### config.mk
export PLATFORM = sky130hd
export DESIGN_NAME = swpm_cell
export DESIGN_NICKNAME = d
export VERILOG_FILES = /design/src/hdl/swpm_pkg.sv /design/src/hdl/swpm_cell.sv
export SDC_FILE = /design/constraint.sdc
export NUM_CORES = 1
export LEC_CHECK = 0
export ABC_AREA = 1
export BUFFER_PORTS_ARGS = -buffer_cell sky130_fd_sc_hd__buf_2
export CAP_MARGIN = 20
export CORE_AREA = 2 2 156 158
export DETAILED_ROUTE_END_ITERATION = 8
export DIE_AREA = 0 0 158 160
export GPL_TIMING_DRIVEN = 0
export PLACE_DENSITY = 0.7
export SLEW_MARGIN = 20
export SYNTH_ARGS = -nofsm -noshare
export SYNTH_HDL_FRONTEND = slang
export SYNTH_SLANG_ARGS = --single-unit
### constraint.sdc
create_clock -name clk -period 3.5 [get_ports clk]
set_clock_uncertainty 0.2 [all_clocks]
set_input_delay 0.175 -clock clk [delete_from_list [all_inputs] [get_ports clk]]
set_output_delay 0.175 -clock clk [all_outputs]
set_load 0.02 [all_outputs]
### src/hdl/swpm_pkg.sv
// Shared types and constants for the sliding window percentile monitor.
package swpm_pkg;

    localparam int WINDOW     = 128;
    localparam int VAL_W      = 40;
    localparam int IDX_W      = (WINDOW > 1) ? $clog2(WINDOW) : 1;
    localparam int FILL_W     = $clog2(WINDOW + 1);
    localparam int TOTAL_W    = 32;
    localparam int OUT_FILL_W = 8;
    localparam int S_DATA_W   = 40;
    localparam int M_DATA_W   = 200;

    // ceil(n/100) = floor((n+99)/100); floor(y/100) = (y*5243)>>19, exact for y < 43699
    localparam int CEIL_BIAS   = 99;
    localparam int RECIP_MUL   = 5243;
    localparam int RECIP_SHIFT = 19;

    typedef logic [VAL_W-1:0] val_t;

    // insertion token walking the cell row
    typedef struct packed {
        logic             valid;
        logic             done;
        logic             found;
        logic [IDX_W-1:0] remaining;
        val_t             carry;
        val_t             med;
        val_t             p99;
    } tok_t;

    // per-transaction command, held steady while the token walks
    typedef struct packed {
        logic             remove;
        val_t             old;
        logic [IDX_W-1:0] rm_med;
        logic [IDX_W-1:0] rm_p99;
    } cmd_t;

    typedef enum logic [1:0] {
        ST_IDLE,
        ST_LOAD,
        ST_WAVE,
        ST_DONE
    } state_t;

endpackage

### src/hdl/swpm_cell.sv
// One sorted-window cell: holds one entry, merges the passing token.
module swpm_cell (
    input  logic           clk,
    input  logic           rst_n,
    input  swpm_pkg::cmd_t cmd,
    input  swpm_pkg::val_t right_val,
    output swpm_pkg::val_t val,
    input  swpm_pkg::tok_t tok_in,
    output swpm_pkg::tok_t tok_out
);

    swpm_pkg::val_t val_reg;
    swpm_pkg::val_t val_next;
    swpm_pkg::tok_t tok_reg;
    swpm_pkg::tok_t tok_next;

    always_comb
    begin
        logic           match;
        logic           found_now;
        swpm_pkg::val_t eff;
        swpm_pkg::val_t wr;

        match     = cmd.remove && (val_reg == cmd.old);
        found_now = tok_in.found || match;
        // entry as seen after the removal shift
        eff       = found_now ? right_val : val_reg;
        wr        = val_reg;
        val_next  = val_reg;
        tok_next  = tok_in;

        if (tok_in.valid && !tok_in.done)
        begin
            if (tok_in.remaining == '0)
            begin
                // end of the new window: park the carried maximum here
                wr            = tok_in.carry;
                tok_next.done = 1'b1;
            end
            else
            begin
                if (eff < tok_in.carry)
                begin
                    wr             = eff;
                    tok_next.carry = tok_in.carry;
                end
                else
                begin
                    wr             = tok_in.carry;
                    tok_next.carry = eff;
                end
                tok_next.remaining = tok_in.remaining - 1'b1;
                tok_next.found     = found_now;
            end
            val_next = wr;
            if (tok_in.remaining == cmd.rm_med)
            begin
                tok_next.med = wr;
            end
            if (tok_in.remaining == cmd.rm_p99)
            begin
                tok_next.p99 = wr;
            end
        end
    end

    always_ff @(posedge clk or negedge rst_n)
    begin
        if (!rst_n)
        begin
            tok_reg <= '0;
        end
        else
        begin
            tok_reg <= tok_next;
        end
    end

    always_ff @(posedge clk)
    begin
        val_reg <= val_next;
    end

    assign val     = val_reg;
    assign tok_out = tok_reg;

endmodule

==> results of run 1 <==
## kinds of logic (layout without fill, tap and decap cells)
family | Yosys count | count (layout) | synth area share, %
AOI/OAI and AO/OA | 116 | 116 | 6.55
buffers and inverters | 262 | 912 | 10.5
xor gates and xnor gates | 15 | 15 | 1.36
adders and majority gates | 41 | 41 | 5.30
DFF | 170 | 170 | 46.0
other | 0 | 3 | 0
muxes | 1 | 1 | 0.103
and+or+nand+nor | 656 | 656 | 30.2
## cells in the final DEF, fill, tap and decap left out, types with 5 or more instances in the layout
cell	synthesis	layout
xnor2_1	6	5
o21ai_4	0	7
nand4_1	46	46
nand2_4	0	28
clkbuf_16	0	24
nand2_2	1	40
or2_2	81	81
buf_4	4	37
inv_2	0	6
o21ai_1	11	17
a21oi_1	18	15
clkbuf_1	29	24
nand3_2	1	47
buf_8	0	12
nand2_1	393	313
edfxtp_1	40	40
buf_6	0	9
ha_1	41	30
xor2_1	9	9
o21ai_2	0	25
nand3_1	94	44
nor2_1	31	24
ha_4	0	11
dfrtp_1	130	130
buf_2	17	397
o21ai_0	70	32
inv_1	211	204
buf_12	0	10
dlygate4sd3_1	0	166
nand2_8	0	13
## worst min-delay path by stage
stage / depth (start not counted) / startpoint / end
after floorplan: 0 / rst_n / tok_out[0]
after global placement: 1 / tok_in[129] / tok_out[129]
after detailed placement: 1 / rst_n / tok_out[72]
final: 2 / rst_n / tok_out[72]
after CTS: 6 / right_val[10] / tok_out[90]
after global routing: 6 / right_val[10] / tok_out[90]
## critical path, delay by kind of cell, from the launching register on
kind | cells | cell delay (ns)
AND/OR/NAND/NOR | 12 | 1.03
AO/OA/AOI/OAI | 6 | 1.01
adder cells (fa/ha/maj) | 1 | 0.23
flip-flops | 1 | 0.45
buffers and inverters | 9 | 1.16
## timing repair
action,in CTS,in global routing
setup buffers,38,11
hold buffers,166,0
gates resized for setup,220,106
endpoints found under the setup margin,160,160
gates cloned,7,4
hold endpoints to repair,300,0
pin swaps,54,87
## power by group through the flow
stage | registers (W) | clock network (W) | logic (W)
after detailed placement | 0.00228 | 0 | 0.00128
after floorplan | 0.00245 | 0 | 0.000586
after global routing | 0.00226 | 0.00203 | 0.00200
after global placement | 0.00228 | 0 | 0.00125
after CTS | 0.00224 | 0.00195 | 0.00174
final | 0.00225 | 0.00193 | 0.00187
## routing by layer
layer  GRT usage (%)  up-vias  routed length, um
met5               0        -                  0
met4            13.0        0               1910
met3            5.83      144               3460
met2            55.9      641              21000
met1            38.9     5245              16000
li1                -     5271                  -
## metrics by stage
stage                     std cells  total power [W]  util [%]
final                          2238          0.00605      69.4
after global routing           2237          0.00629      69.4
after global placement         1980          0.00354      51.4
after floorplan                1261          0.00304         -
after CTS                      2224          0.00593      67.0
after detailed placement       1982          0.00357      51.7
## area by class of cell
class / count / share of cell area (%)
Clock inverter: 11 / 0.620
Tap cell: 324 / 2.45
Buffer: 49 / 2.97
Timing Repair Buffer: 619 / 26.2
Sequential cell: 170 / 26.9
Antenna cell: 3 / 0.0454
Clock buffer: 21 / 2.85
Multi-Input combinational cell: 829 / 33.1
Inverter: 212 / 4.83
==> out/metrics.yaml, run 1 <==
die_w_um: 158
r2r_start: "val[13]"
r2r-end: "tok_out[14]"
io_pins: 397
ys_seq_elements: 170
grt_antenna_before_repair: 2
setup_ws_ns: -0.683
ys.flop_type: "dfrtp_1"
clk_pin_slew_ns: 0.07
cp_data_required_time_ns: 3.63
grt_first_pass_wirelength_mm: 61.5
dp_slack_ns: -1.53
first_global_vias: 11575
netlist_instances: 1261
coreArea_sq_um: 23800
reg2reg_depth: 28
ys_async_sr_fraction_pct: 76.5
vias: 11301
rows: 57
maxSlewViolCount: 0
largest_reg_flops: 130
overflow: 0
syn_nets: 1529
status: "finished, violations left"
min_path_type: "input port to async pin"
worst_setup_path_start_kind: "register"
cts_buffer_depth: 2
setup_tns_ns: -96.67
max_stage_delay_ns: 0.45
worst_pin_slew_ns: 0.873
yosysSeqAreaShare_pct: 46.0
startpoint: "val[13]"
hpwl_mm: 27.4
cts_buffers: 17
place_congestion: 0.885
p_sw_share_pct: 34.2
seq_area_sq_um: 4450
stdcell_area_sq_um: 16500
finalNetCount: 2166
violations: "setup timing"
wl_per_cell_um: 18.9
die-area_sq_um: 25300
grt_setup_unrepaired: "true"
drt_first_pass_iters: 6
r2r_slack_ns: -0.68
netlist_top_cells_area: "dfrtp_1, nand2_1, edfxtp_1, inv_1, ha_1"
end_kind: "register"
multi_input_area_sq_um: 5470
synth_area_leader_cell: "dfrtp_1"
power.switching_w: 0.00207
p_clk_share_pct: 32.0
setup_viol: 160
p_per_area_nw_per_um2: 366
yosysMostFrequentCell: "nand2_1"
insertion_delay_ns: 0.44
grt_max_degree: 78
netlist_area_sq_um: 9690
dpl_cell_area_sq_um: 12300
synth_top_area_share_pct: 33.6
maxCapViolations: 0
cp_slowest_cell: "edfxtp_1"
route.detailed.drc: 0
synth_cell_types: 36
fillers: 1810
avgSynthCellArea_sq_um: 7.68
seq_power_share_pct: 37.1
ir_drop_uv: 282
yosys-top-cells-count: "nand2_1, inv_1, dfrtp_1, nand3_1, or2_2"
power.share.combinational_pct: 30.9
port_buffers: 395
hold_viol: 0
cts_sinks: 170
cp_max_fo: 6
yosysWarnings: 0
crit_path_frequent_cell: "nand2_1"
cts_tree: "built"
die_y_um: 160
p_int_w: 0.00398
slew_headroom_pct: 41.8
worstPathArrival_ns: 4.31
fmax_mhz: 239
min_period_over_period_pct: 120
htreeDepth: 4
synth_edf_count: 40
whs_ns: 0.0263
track_usage_pct: 32.1
critPathCapture: "tok_out[14]"
drt-initial-drc-count: 896
area_delta_synth_final_pct: 70.7
path_class: "register to register"
layout-drive-gt1-share_pct: 41.5
postRouteAntennaNets: 0
p_leak_nw: 8.60
finalWirelength_mm: 42.3
routed_via_density: 5.05
cts_root_buffer: "clkbuf_16"
fin_crit_ns: 4.18
start_util_pct: 40.7
(Power assumes the default switching activity.)
==> run 2: changes to the inputs <==
--- a/config.mk
+++ b/config.mk
@@ -13,6 +13,7 @@
 export DIE_AREA = 0 0 158 160
 export GPL_TIMING_DRIVEN = 0
 export PLACE_DENSITY = 0.7
+export REMOVE_ABC_BUFFERS = 1
 export SLEW_MARGIN = 20
 export SYNTH_ARGS = -nofsm -noshare
 export SYNTH_HDL_FRONTEND = slang
==> run 2 against run 1 <==
Against the previous run: the flow finishes with violations (hold timing, setup timing); hold slack lost 0.077 ns; via count grew 1.4%; die area is the same.
==> out/metrics.yaml, run 2 (synthesis gave the netlist of run 1 again) <==
r2r_slack_ns: -0.84  # -0.16 ns
maxCapViolations: 0  # unchanged
path_class: "register to register"
first_global_vias: 11528  # -0.41%
hold_viol: 1  # +1
setup_viol: 160  # unchanged
hpwl_mm: 24.7  # -9.8%
wl_per_cell_um: 19.2  # +1.7%
die_w_um: 158  # unchanged
whs_ns: -0.0505  # -0.0768 ns
critPathCapture: "tok_out[100]"
cts_tree: "built"
fin_crit_ns: 4.34  # +0.157 ns
overflow: 0  # unchanged
rows: 57  # unchanged
cp_max_fo: 8  # +2
min_path_type: "input port to register"
violations: "hold timing, setup timing"
p_clk_share_pct: 32.4  # +0.4 points
end_kind: "register"
insertion_delay_ns: 0.44  # about the same
fillers: 1774  # -2.0%
start_util_pct: 40.7  # unchanged
seq_power_share_pct: 36.6  # -0.5 points
io_pins: 397  # unchanged
area_delta_synth_final_pct: 72.9
final_common_cell: "buf_2"
r2r_start: "val[24]"
p_per_area_nw_per_um2: 366  # about the same
p_leak_nw: 8.76  # +1.8%
reg2reg_depth: 28  # unchanged
die-area_sq_um: 25300  # unchanged
min_period_over_period_pct: 124  # +4.5 points
ir_drop_uv: 298  # +5.9%
die_y_um: 160  # unchanged
final_cell_mix: "buf_2, nand2_1, inv_1, dlygate4sd3_1, dfrtp_1"
worst_pin_slew_ns: 1.05  # +0.173 ns
finalNetCount: 2175  # +0.42%
maxSlewViolCount: 0  # unchanged
grt_antenna_before_repair: 2  # unchanged
worstPathArrival_ns: 4.50  # +0.19 ns
routed_via_density: 5.10  # +1.0%
hold_depth: 5
cp_data_required_time_ns: 3.66  # +0.03 ns
layout-drive-gt1-share_pct: 43.4  # +1.9 points
cp_slowest_cell: "edfxtp_1"
status: "finished, violations left"
fmax_mhz: 230  # -3.6%
cts_buffer_depth: 2  # unchanged
largest_reg_flops: 130  # unchanged
fin_cells: 2246  # +0.36%
htreeDepth: 4  # unchanged
postRouteAntennaNets: 0  # unchanged
cts_buffers: 17  # unchanged
dp_slack_ns: -4.05  # -2.52 ns
dp_cells: 1949  # -1.7%
grt_max_degree: 88  # +13%
p_sw_share_pct: 33.8  # -0.39 points
drt-initial-drc-count: 833  # -7.0%
post-route-util_pct: 70.3  # +0.91 points
clk_pin_slew_ns: 0.07  # about the same
setup_ws_ns: -0.840  # -0.157 ns
startpoint: "val[24]"
cts_root_buffer: "clkbuf_16"
max_stage_delay_ns: 0.46  # about the same
cts_sinks: 170  # unchanged
port_buffers: 396  # +0.25%
power.switching_w: 0.00207  # +0.17%
coreArea_sq_um: 23800  # unchanged
slew_headroom_pct: 30.2  # -12 points
r2r-end: "tok_out[100]"
place_congestion: 0.873  # -1.3%
route.detailed.drc: 0  # unchanged
p_int_w: 0.00406  # +1.9%
grt_first_pass_wirelength_mm: 62.0  # +0.84%
worst_setup_path_start_kind: "register"
finalWirelength_mm: 43.2  # +2.0%
vias: 11456  # +1.4%
track_usage_pct: 32.6  # +0.49 points
drt_first_pass_iters: 5  # -1
power.share.combinational_pct: 31.0  # about the same
grt_setup_unrepaired: "true"
-- run 2: critical path: cells and delay by family, from the launching register on --
kind,cells,cell delay [ns]
DFF,1,0.46
adders and majority gates,1,0.27
buffers and inverters,9,1.25
AOI/OAI and AO/OA,4,0.54
and+or+nand+nor,14,1.50
-- run 2: timing repair --
action | CTS | global route
endpoints found under the setup margin | 160 | 160
gates cloned | 20 | 3
resized for setup | 209 | 186
hold endpoints to repair | 299 | 0
buffers inserted | 53 | 25
pin swaps | 128 | 54
hold buffers | 165 | 0
-- run 2: power by group through the flow --
stage	sequential [W]	combinational, W	clock, W
2_1_floorplan	0.00245	0.000523	0
3_3_place_gp	0.00228	0.00119	0
3_5_place_dp	0.00228	0.00124	0
4_1_cts	0.00224	0.00169	0.00201
5_1_grt	0.00226	0.00204	0.00208
6_report	0.00224	0.00190	0.00199
-- run 2: through the flow --
| step | TNS (ns) | area [sq um] | power [W] |
|---|---|---|---|
| 2_1_floorplan | -437.57 | 9460 | 0.00298 |
| 3_3_place_gp | -1232.53 | 11900 | 0.00346 |
| 3_5_place_dp | -601.42 | 12100 | 0.00353 |
| 4_1_cts | -114.51 | 15800 | 0.00594 |
| 5_1_grt | -141.86 | 16800 | 0.00638 |
| 6_report | -117.86 | 16800 | 0.00613 |
-- run 2: cell type report --
cell class                      instances  area [sq um]  area share [%]
Inverter                              212           805            4.80
Clock buffer                           19           433            2.58
Antenna cell                            2          5.00          0.0299
Tap cell                              324           405            2.42
Multi-Input combinational cell        845          5620            33.5
Clock inverter                         13           161           0.963
Sequential cell                       170          4450            26.6
Timing Repair Buffer                  661          4870            29.1
-- run 2: routing by layer --
metal | GRT usage [%] | wire, um
met5 | 0 | 0
met2 | 54.4 | 20900
met3 | 8.30 | 3960
met1 | 39.2 | 16600
met4 | 15.2 | 1740
-- run 2: worst min-delay path by stage --
stage                  start      endpoint
6_report       right_val[33]  tok_out[113]
5_1_grt        right_val[33]  tok_out[113]
4_1_cts        right_val[33]  tok_out[113]
3_5_place_dp           rst_n   tok_out[60]
3_3_place_gp     tok_in[129]  tok_out[129]
2_1_floorplan          rst_n    tok_out[0]
